<file path="src/rtl/crc64x_pkg.sv">
// Package for the CRC-64/XZ engine: chunk geometry, polynomial and the
// 128-bit to 64-bit fold matrix, built at elaboration from the polynomial.
// No dependencies.
`default_nettype none

package crc64x_pkg;

	// Chunk geometry
	localparam int unsigned BYTES_PER_ITEM = 16;
	localparam int unsigned CRC_W          = 64;
	localparam int unsigned BLOCK_W        = 128;
	localparam int unsigned COUNT_W        = 5;

	// Reflected form of 0x42F0E1EBA9EA3693
	localparam logic [CRC_W-1:0] REFLECTED_POLY = 64'hC96C5795D7870F42;

	// Row k selects the block bits that feed remainder bit k
	typedef logic [BLOCK_W-1:0]           crc_row_t;
	typedef crc_row_t [CRC_W-1:0]         crc_mat_t;

	// Run each unit vector through a zero-state byte-serial CRC to get one column
	function automatic crc_mat_t crc_matrix();
		crc_mat_t         m;
		logic [BLOCK_W-1:0] msg;
		logic [CRC_W-1:0]   r;
		m = '0;
		for (int i = 0; i < BLOCK_W; i++) begin
			msg = crc_row_t'(1) << i;
			r = '0;
			for (int j = 0; j < BLOCK_W / 8; j++) begin
				r[7:0] = r[7:0] ^ msg[8*j +: 8];
				for (int b = 0; b < 8; b++) begin
					r = (r >> 1) ^ (r[0] ? REFLECTED_POLY : '0);
				end
			end
			for (int k = 0; k < CRC_W; k++) begin
				m[k][i] = r[k];
			end
		end
		return m;
	endfunction

	localparam crc_mat_t CRC_MAT = crc_matrix();

	// Zero-state CRC of a full 16-byte block: one parity tree per output bit
	function automatic logic [CRC_W-1:0] crc_apply(logic [BLOCK_W-1:0] blk);
		logic [CRC_W-1:0] res;
		for (int k = 0; k < CRC_W; k++) begin
			res[k] = ^(blk & CRC_MAT[k]);
		end
		return res;
	endfunction

endpackage

`default_nettype wire

</file>
<file path="src/rtl/crc64x_fold.sv">
// Folds up to 16 bytes of one chunk into a running CRC-64/XZ remainder.
// Depends on crc64x_pkg (fold matrix, geometry).
`default_nettype none

module crc64x_fold import crc64x_pkg::*; (
	input  wire logic [CRC_W-1:0]   rem,
	input  wire logic [63:0]        data_low,
	input  wire logic [63:0]        data_high,
	input  wire logic [COUNT_W-1:0] byte_count,
	output logic      [CRC_W-1:0]   next_rem
);

	logic [COUNT_W-1:0] n;
	logic [COUNT_W-1:0] lead;
	logic [BLOCK_W-1:0] blk;
	logic [CRC_W-1:0]   tail;

	// Clamp the count to the chunk size
	assign n = (byte_count > COUNT_W'(BYTES_PER_ITEM)) ? COUNT_W'(BYTES_PER_ITEM) : byte_count;
	assign lead = COUNT_W'(BLOCK_W / 8) - n;

	// Merge the remainder into the first bytes and right-align the valid bytes;
	// leading zero bytes do not disturb a zero-state CRC, bytes past the count drop off
	assign blk = ({{(BLOCK_W-CRC_W){1'b0}}, rem} ^ {data_high, data_low}) << {lead, 3'b000};

	// Remainder bytes not consumed by a short chunk just shift down
	assign tail = rem >> {n, 3'b000};

	assign next_rem = crc_apply(blk) ^ tail;

endmodule

`default_nettype wire

</file>
<file path="src/rtl/crc64_reflected_engine.sv">
// CRC-64/XZ engine, top level: input stage, remainder register, result register.
// Depends on crc64x_pkg and crc64x_fold.
//
// Input channel s_axis carries one message chunk per transaction: up to 16
// bytes, lowest byte first, with the valid byte count and the seed in tdata.
// s_axis_tuser marks the first chunk of a message (remainder loaded from the
// inverted seed), s_axis_tlast the last one (a result is produced).
// Output channel m_axis carries one CRC value per message.
// Throughput: one chunk per cycle unless a held result blocks a last chunk,
// with the remainder fed back through the 16-byte fold logic.
// A last chunk is folded from the input stage into the result register.
// Reset clears the remainder to zero and empties both stages.
// When the receiver stalls, the result is held and further chunks keep flowing
// until a second last chunk reaches the fold stage; then s_axis_tready drops.
// A byte count above 16 is treated as 16.
`default_nettype none

module crc64_reflected_engine import crc64x_pkg::*; (
	input  wire logic         clk,
	input  wire logic         arst_n,
	input  wire logic         s_axis_tvalid,
	output logic              s_axis_tready,
	// low to high: data_low[63:0], data_high[127:64], byte_count[132:128],
	// seed[196:133], zero fill[199:197]
	input  wire logic [199:0] s_axis_tdata,
	input  wire logic         s_axis_tlast,
	// first_chunk[0]
	input  wire logic         s_axis_tuser,
	output logic              m_axis_tvalid,
	input  wire logic         m_axis_tready,
	// crc_value[63:0]
	output logic [63:0]       m_axis_tdata
);

	// Input stage
	logic               valid_s1;
	logic [63:0]        lo_s1;
	logic [63:0]        hi_s1;
	logic [COUNT_W-1:0] count_s1;
	logic [CRC_W-1:0]   seed_s1;
	logic               first_s1;
	logic               last_s1;

	logic [CRC_W-1:0]   rem_q;
	logic               out_valid_q;
	logic [CRC_W-1:0]   crc_q;

	logic               advance;
	logic [CRC_W-1:0]   base_rem;
	logic [CRC_W-1:0]   next_rem;

	// Stage moves on unless it holds a result and the output slot stays full
	assign advance = valid_s1 && (!last_s1 || !out_valid_q || m_axis_tready);
	assign s_axis_tready = !valid_s1 || advance;

	always_ff @(posedge clk or negedge arst_n) begin
		if (!arst_n) begin
			valid_s1 <= 1'b0;
		end else if (s_axis_tready) begin
			valid_s1 <= s_axis_tvalid;
		end
	end

	// Capture the chunk
	always_ff @(posedge clk) begin
		if (s_axis_tvalid && s_axis_tready) begin
			lo_s1    <= s_axis_tdata[63:0];
			hi_s1    <= s_axis_tdata[127:64];
			count_s1 <= s_axis_tdata[132:128];
			seed_s1  <= s_axis_tdata[196:133];
			first_s1 <= s_axis_tuser;
			last_s1  <= s_axis_tlast;
		end
	end

	// Start from the inverted seed on a first chunk
	assign base_rem = first_s1 ? ~seed_s1 : rem_q;

	crc64x_fold u_fold (
		.rem        (base_rem),
		.data_low   (lo_s1),
		.data_high  (hi_s1),
		.byte_count (count_s1),
		.next_rem   (next_rem)
	);

	// Advance the running remainder
	always_ff @(posedge clk or negedge arst_n) begin
		if (!arst_n) begin
			rem_q <= '0;
		end else if (advance) begin
			rem_q <= next_rem;
		end
	end

	// Result register
	always_ff @(posedge clk or negedge arst_n) begin
		if (!arst_n) begin
			out_valid_q <= 1'b0;
		end else if (advance && last_s1) begin
			out_valid_q <= 1'b1;
		end else if (m_axis_tready) begin
			out_valid_q <= 1'b0;
		end
	end

	always_ff @(posedge clk) begin
		if (advance && last_s1) begin
			crc_q <= ~next_rem;
		end
	end

	assign m_axis_tvalid = out_valid_q;
	assign m_axis_tdata  = crc_q;

`ifndef SYNTHESIS
	// A last chunk leaving the fold stage always lands in the result register
	a_result_loaded: assert property (@(posedge clk) disable iff (!arst_n)
		advance && last_s1 |=> m_axis_tvalid && (m_axis_tdata == ~$past(next_rem)))
		else $error("result not loaded from last chunk");

	// Input stalls come only from a held result blocking a pending last chunk
	a_stall_cause: assert property (@(posedge clk) disable iff (!arst_n)
		!s_axis_tready |-> valid_s1 && last_s1 && m_axis_tvalid && !m_axis_tready)
		else $error("input stalled without output backpressure");

	// The remainder only changes when a chunk is folded
	a_rem_hold: assert property (@(posedge clk) disable iff (!arst_n)
		!advance |=> $stable(rem_q))
		else $error("remainder changed without a chunk");
`endif

endmodule

`default_nettype wire
</file>
<file path="config.mk">
export PLATFORM = sky130hd
export DESIGN_NAME = crc64_reflected_engine
export DESIGN_NICKNAME = d
export VERILOG_FILES = /design/src/rtl/crc64x_pkg.sv /design/src/rtl/crc64x_fold.sv /design/src/rtl/crc64_reflected_engine.sv
export SDC_FILE = /design/constraint.sdc
export NUM_CORES = 2
export LEC_CHECK = 0
export BUFFER_PORTS_ARGS = -buffer_cell sky130_fd_sc_hd__buf_2
export CAP_MARGIN = 20
export CORE_ASPECT_RATIO = 1.25
export CORE_UTILIZATION = 50
export DETAILED_ROUTE_END_ITERATION = 8
export PLACE_DENSITY = 0.68
export SLEW_MARGIN = 20
export SYNTH_ARGS = -nofsm -noshare
export SYNTH_HDL_FRONTEND = slang
export SYNTH_SLANG_ARGS = --single-unit
</file>
<file path="constraint.sdc">
create_clock -name clk -period 9 [get_ports clk]
set_input_delay 1.8 -clock clk [delete_from_list [all_inputs] [get_ports clk]]
set_output_delay 1.8 -clock clk [all_outputs]
set_load 0.01 [all_outputs]
</file>
==> results of run 1 <==
cells in the mapped netlist, types with 47 or more instances:
cell type	count
o22ai_1	61
o21ai_1	48
xnor3_1	182
nor2_1	318
and2_1	72
o21ai_0	150
xor2_1	346
mux2i_1	53
nor3_1	103
nand2_1	293
xnor2_1	1056
or3_1	47
clkbuf_1	101
a21oi_1	162
edfxtp_1	263
mux4_2	48
nand3_1	69
dfrtp_1	66
buf_2	87
through the flow:
| step | area [um^2] | std cells | hold slack [ns] | setup slack [ns] |
|---|---|---|---|---|
| after global placement | 44400 | 5569 | 0.471 | 1.87 |
| after CTS | 45600 | 5628 | 0.492 | 1.76 |
| after floorplan | 40700 | 4229 | 0.442 | 1.83 |
| after detailed placement | 44400 | 5569 | 0.478 | 1.78 |
kinds of logic after synthesis:
| group | Yosys count | share of synthesized area (%) |
|---|---|---|
| DFF | 329 | 23.4 |
| buffers and inverters | 283 | 3.19 |
| xor gates and xnor gates | 1628 | 42.3 |
| muxes | 140 | 5.08 |
| and+or+nand+nor | 1051 | 12.2 |
| adders and majority gates | 1 | 0.0307 |
| AOI/OAI and AO/OA | 797 | 13.8 |
routing by layer:
| metal | overflow | GRT usage (%) |
|---|---|---|
| met1 | 4 | 77.6 |
| met2 | 487 | 89.5 |
| met3 | 20 | 57.6 |
| met4 | 305 | 66.3 |
| met5 | 0 | 15.9 |
==> results.toml, run 1 <==
[run_status]
status = "did not finish"
haltStage = "global routing (5_1_grt)"
tool.error = "[ERROR GRT-0116] Global routing finished with congestion. Check the congestion regions in the DRC Viewer."

[clock_tree]
clkSinkCount = 329
root_buffer = "clkbuf_16"
holdBufCountCts = 0
htreeDepth = 2
cts_buffers = 34
post_cts_buffers = 0
clockBufferDepth = 3
ctsResizeCount = 0

[synth]
synth_area_leaders = "xnor2_1 23%, edfxtp_1 19%, xnor3_1 10%"
synth_top_area_share_pct = 22.7
async_flop_share_pct = 20.1
syn_area_um2 = 40700
synth.distinct_cells = 120
yosysSeqAreaShare_pct = 23.4
yosys_register_bits = 329
syn_nets = 4436
synthFlopType = "edfxtp_1"
synth_edf_count = 263
synth_cells = 4229
avgSynthCellArea_um2 = 9.63
synth.largest_area_cell = "xnor2_1"
ys_warn_count = 0

[floorplan]
ios = 272
die_w_um = 257
dieHeight_um = 321
start_util_pct = 50.7
row_count = 116

[global_routing]
overflow = 816
grt_max_degree = 159
grt_pass1_vias = 43400
grt_use_total_pct = 73.4
grt_pass1_wl_um = 426000

[placement]
gp_congestion = 1.29
place.detailed.hpwl_um = 213000
io_buffers = 268
==> inputs of run 2 (changes only) <==
Settings changed: CORE_ASPECT_RATIO 1.25 to unset, CORE_UTILIZATION 50 to 35, PLACE_DENSITY 0.68 to unset, PLACE_DENSITY_LB_ADDON set to 0.15.
==> run 2 against run 1 <==
Synthesized cell count is the same. The flow now finishes without violations. Synthesized area stayed put.
==> results.toml, run 2 <==
[global_routing]
antenna_found_initial = 30
grt_max_degree = 150
grt_pass1_wl_um = 383000
overflow = 0
grt_use_total_pct = 51.2
grt_pass1_vias = 36100

[critical_path]
cp_cell_sequence = "buf_4 > nor2b_1 > buf_4 > inv_2 > ha_2 > inv_1 > nor2_1 > buf_4 > o21a_1 > a221o_1 > o2bb2ai_1 > a21oi_1 > xnor2_2 > xnor2_1 > xnor2_1 > xnor3_1 > xnor2_1 > xnor3_1 > mux2_2"
cp_slowest_stage_delay_ns = 0.97
path_class = "reg -> reg"
cp.arrival_ns = 8.49
critPathSlowestCell = "xnor2_2"
r2r_cells = 19
critPathCaptureType = "flop"
startpoint_type = "flop"
worstReg2RegEnd = "rem_q[45]$_DFFE_PN0P_"
r2r_slack_ns = 1.06
crit_family = "XOR/XNOR gates"
critical_path_buf_inv_count = 5
cp_max_fo = 26
r2r-start = "count_s1[4]$_DFFE_PP_"
worstPathRequired_ns = 9.54

[detailed_routing]
drc_errors = 0
drt-total-wl_um = 306000
ant_nets = 0
drtIter0Drc = 6712
dr.pass1.iters = 8
vias_per_cell = 6.36
routedWlPerCell_um = 49.6
vias = 39200

[synth]
synth.distinct_cells = 120
ys_warn_count = 0
yosysMostFrequentCell = "xnor2_1"
synthFlopType = "edfxtp_1"
avgSynthCellArea_um2 = 9.63
async_flop_share_pct = 20.1
syn_area_um2 = 40700
syn_nets = 4436
yosys_register_bits = 329
synth_edf_count = 263
synth_top_area_share_pct = 22.7
synth_area_leaders = "xnor2_1 23%, edfxtp_1 19%, xnor3_1 10%"
synth_cells = 4229
synth_common_cells = "1056 x xnor2_1, 346 x xor2_1, 318 x nor2_1"
synth.largest_area_cell = "xnor2_1"
yosysSeqAreaShare_pct = 23.4

[clock_tree]
clockBufferDepth = 3
clkSinkCount = 329
holdBufCountCts = 0
post_cts_buffers = 0
clk_pin_slew_ns = 0.06
clock_latency_ns = 0.73
cts_buffers = 38
root_buffer = "clkbuf_16"
htreeDepth = 2
cts_tree = "built"
ctsResizeCount = 0

[floorplan]
ios = 272
die-area_um2 = 118000
die_w_um = 343
row_count = 124
core_um2 = 115000
start_util_pct = 35.5
dieHeight_um = 343

[placement]
io_buffers = 268
gp_congestion = 1.13
place.detailed.hpwl_um = 254000
place_inst = 6077

[timing]
slew-limit-headroom_pct = 11.2
maxSlewViolCount = 0
fin_worst_skew_ns = 0.0903
setup_viol = 0
period_minus_slack_ns = 7.94
finalSetupTns_ns = 0
hold_viol_final = 0
rsz0062_at_grt = "no"
period_share_pct = 88.3
max_freq_ghz = 0.126
worstMarginPinSlew_ns = 1.33
whs_ns = 0.486

[cells_and_area]
area_growth_pct = 15.0
finish.utilization_pct = 40.8
drive_gt1_share_pct = 19.8
final_cells = 6163
nets = 4813
mostFrequentLayoutCells = "1046 x xnor2_1, 346 x xor2_1, 313 x nor2_1, 313 x buf_4, 291 x nand2_1"
final_common_cell = "xnor2_1"

[hold_path]
hp-class = "reg -> reg"
min_to = "rem_q[20]$_DFFE_PN0P_"
min_from = "rem_q[20]$_DFFE_PN0P_"
hold_path_depth = 2

[run_status]
status = "finished clean"

[job]
maxCapViolCount = 0
run 2: through the flow:
stage | setup slack [ns] | area (um^2)
after floorplan | 1.83 | 40700
after global placement | 1.40 | 45500
after detailed placement | 1.41 | 45500
after CTS | 1.37 | 46700
after global routing | 1.20 | 46800
final | 1.06 | 46900
run 2: metal layers:
metal	vias up	GRT usage [%]	part of all wire [%]
li1	15600	-	-
met1	19200	60.0	36
met2	3328	70.2	39
met3	1001	20.6	13
met4	4	48.6	12
met5	-	0.0801	0.0082
run 2: how the worst max path moves through the flow:
| stage | start | endpoint | slack (ns) | cells past startpoint |
|---|---|---|---|---|
| 3_5_place_dp | count_s1[4]$_DFFE_PP_ | rem_q[45]$_DFFE_PN0P_ | 1.41 | 19 |
| 5_1_grt | count_s1[4]$_DFFE_PP_ | rem_q[45]$_DFFE_PN0P_ | 1.20 | 19 |
| 3_3_place_gp | count_s1[4]$_DFFE_PP_ | m_axis_tdata[58]$_DFFE_PP_ | 1.40 | 18 |
| 4_1_cts | count_s1[4]$_DFFE_PP_ | rem_q[45]$_DFFE_PN0P_ | 1.37 | 19 |
| 2_1_floorplan | m_axis_tready | count_s1[0]$_DFFE_PP_ | 1.83 | 3 |
| 6_report | count_s1[4]$_DFFE_PP_ | rem_q[45]$_DFFE_PN0P_ | 1.06 | 19 |
run 2: cells by family (layout without fill, tap and decap cells):
logic type	count (synthesis)	in the layout	synth area share [%]
compound gates	797	797	13.8
xor+xnor	1628	1628	42.3
fa+ha+maj	1	1	0.0307
buf+inv	283	688	3.19
flops	329	329	23.4
mux	140	140	5.08
other cells	0	17	0
simple gates	1051	1051	12.2
run 2: cell type report:
type                       instances  area, um^2
fill                           11500       68000
multi-input combinational       3617       30300
sequential                       329        9550
timing repair buffer             585        3780
tap                             1512        1890
clock buffer                      48         988
clock inverter                    20         213
inverter                          35         133
antenna                           17        42.5
run 2: tightest hold or removal path, stage by stage (launching register included):
cell     delay [ns]
dfrtp_1        0.34
nand2_1        0.04
o21ai_0        0.07
Power of run 2 is left out: the tool's default activity adds up to more than one toggle a clock period on the data nets, which glitch-free logic cannot reach.
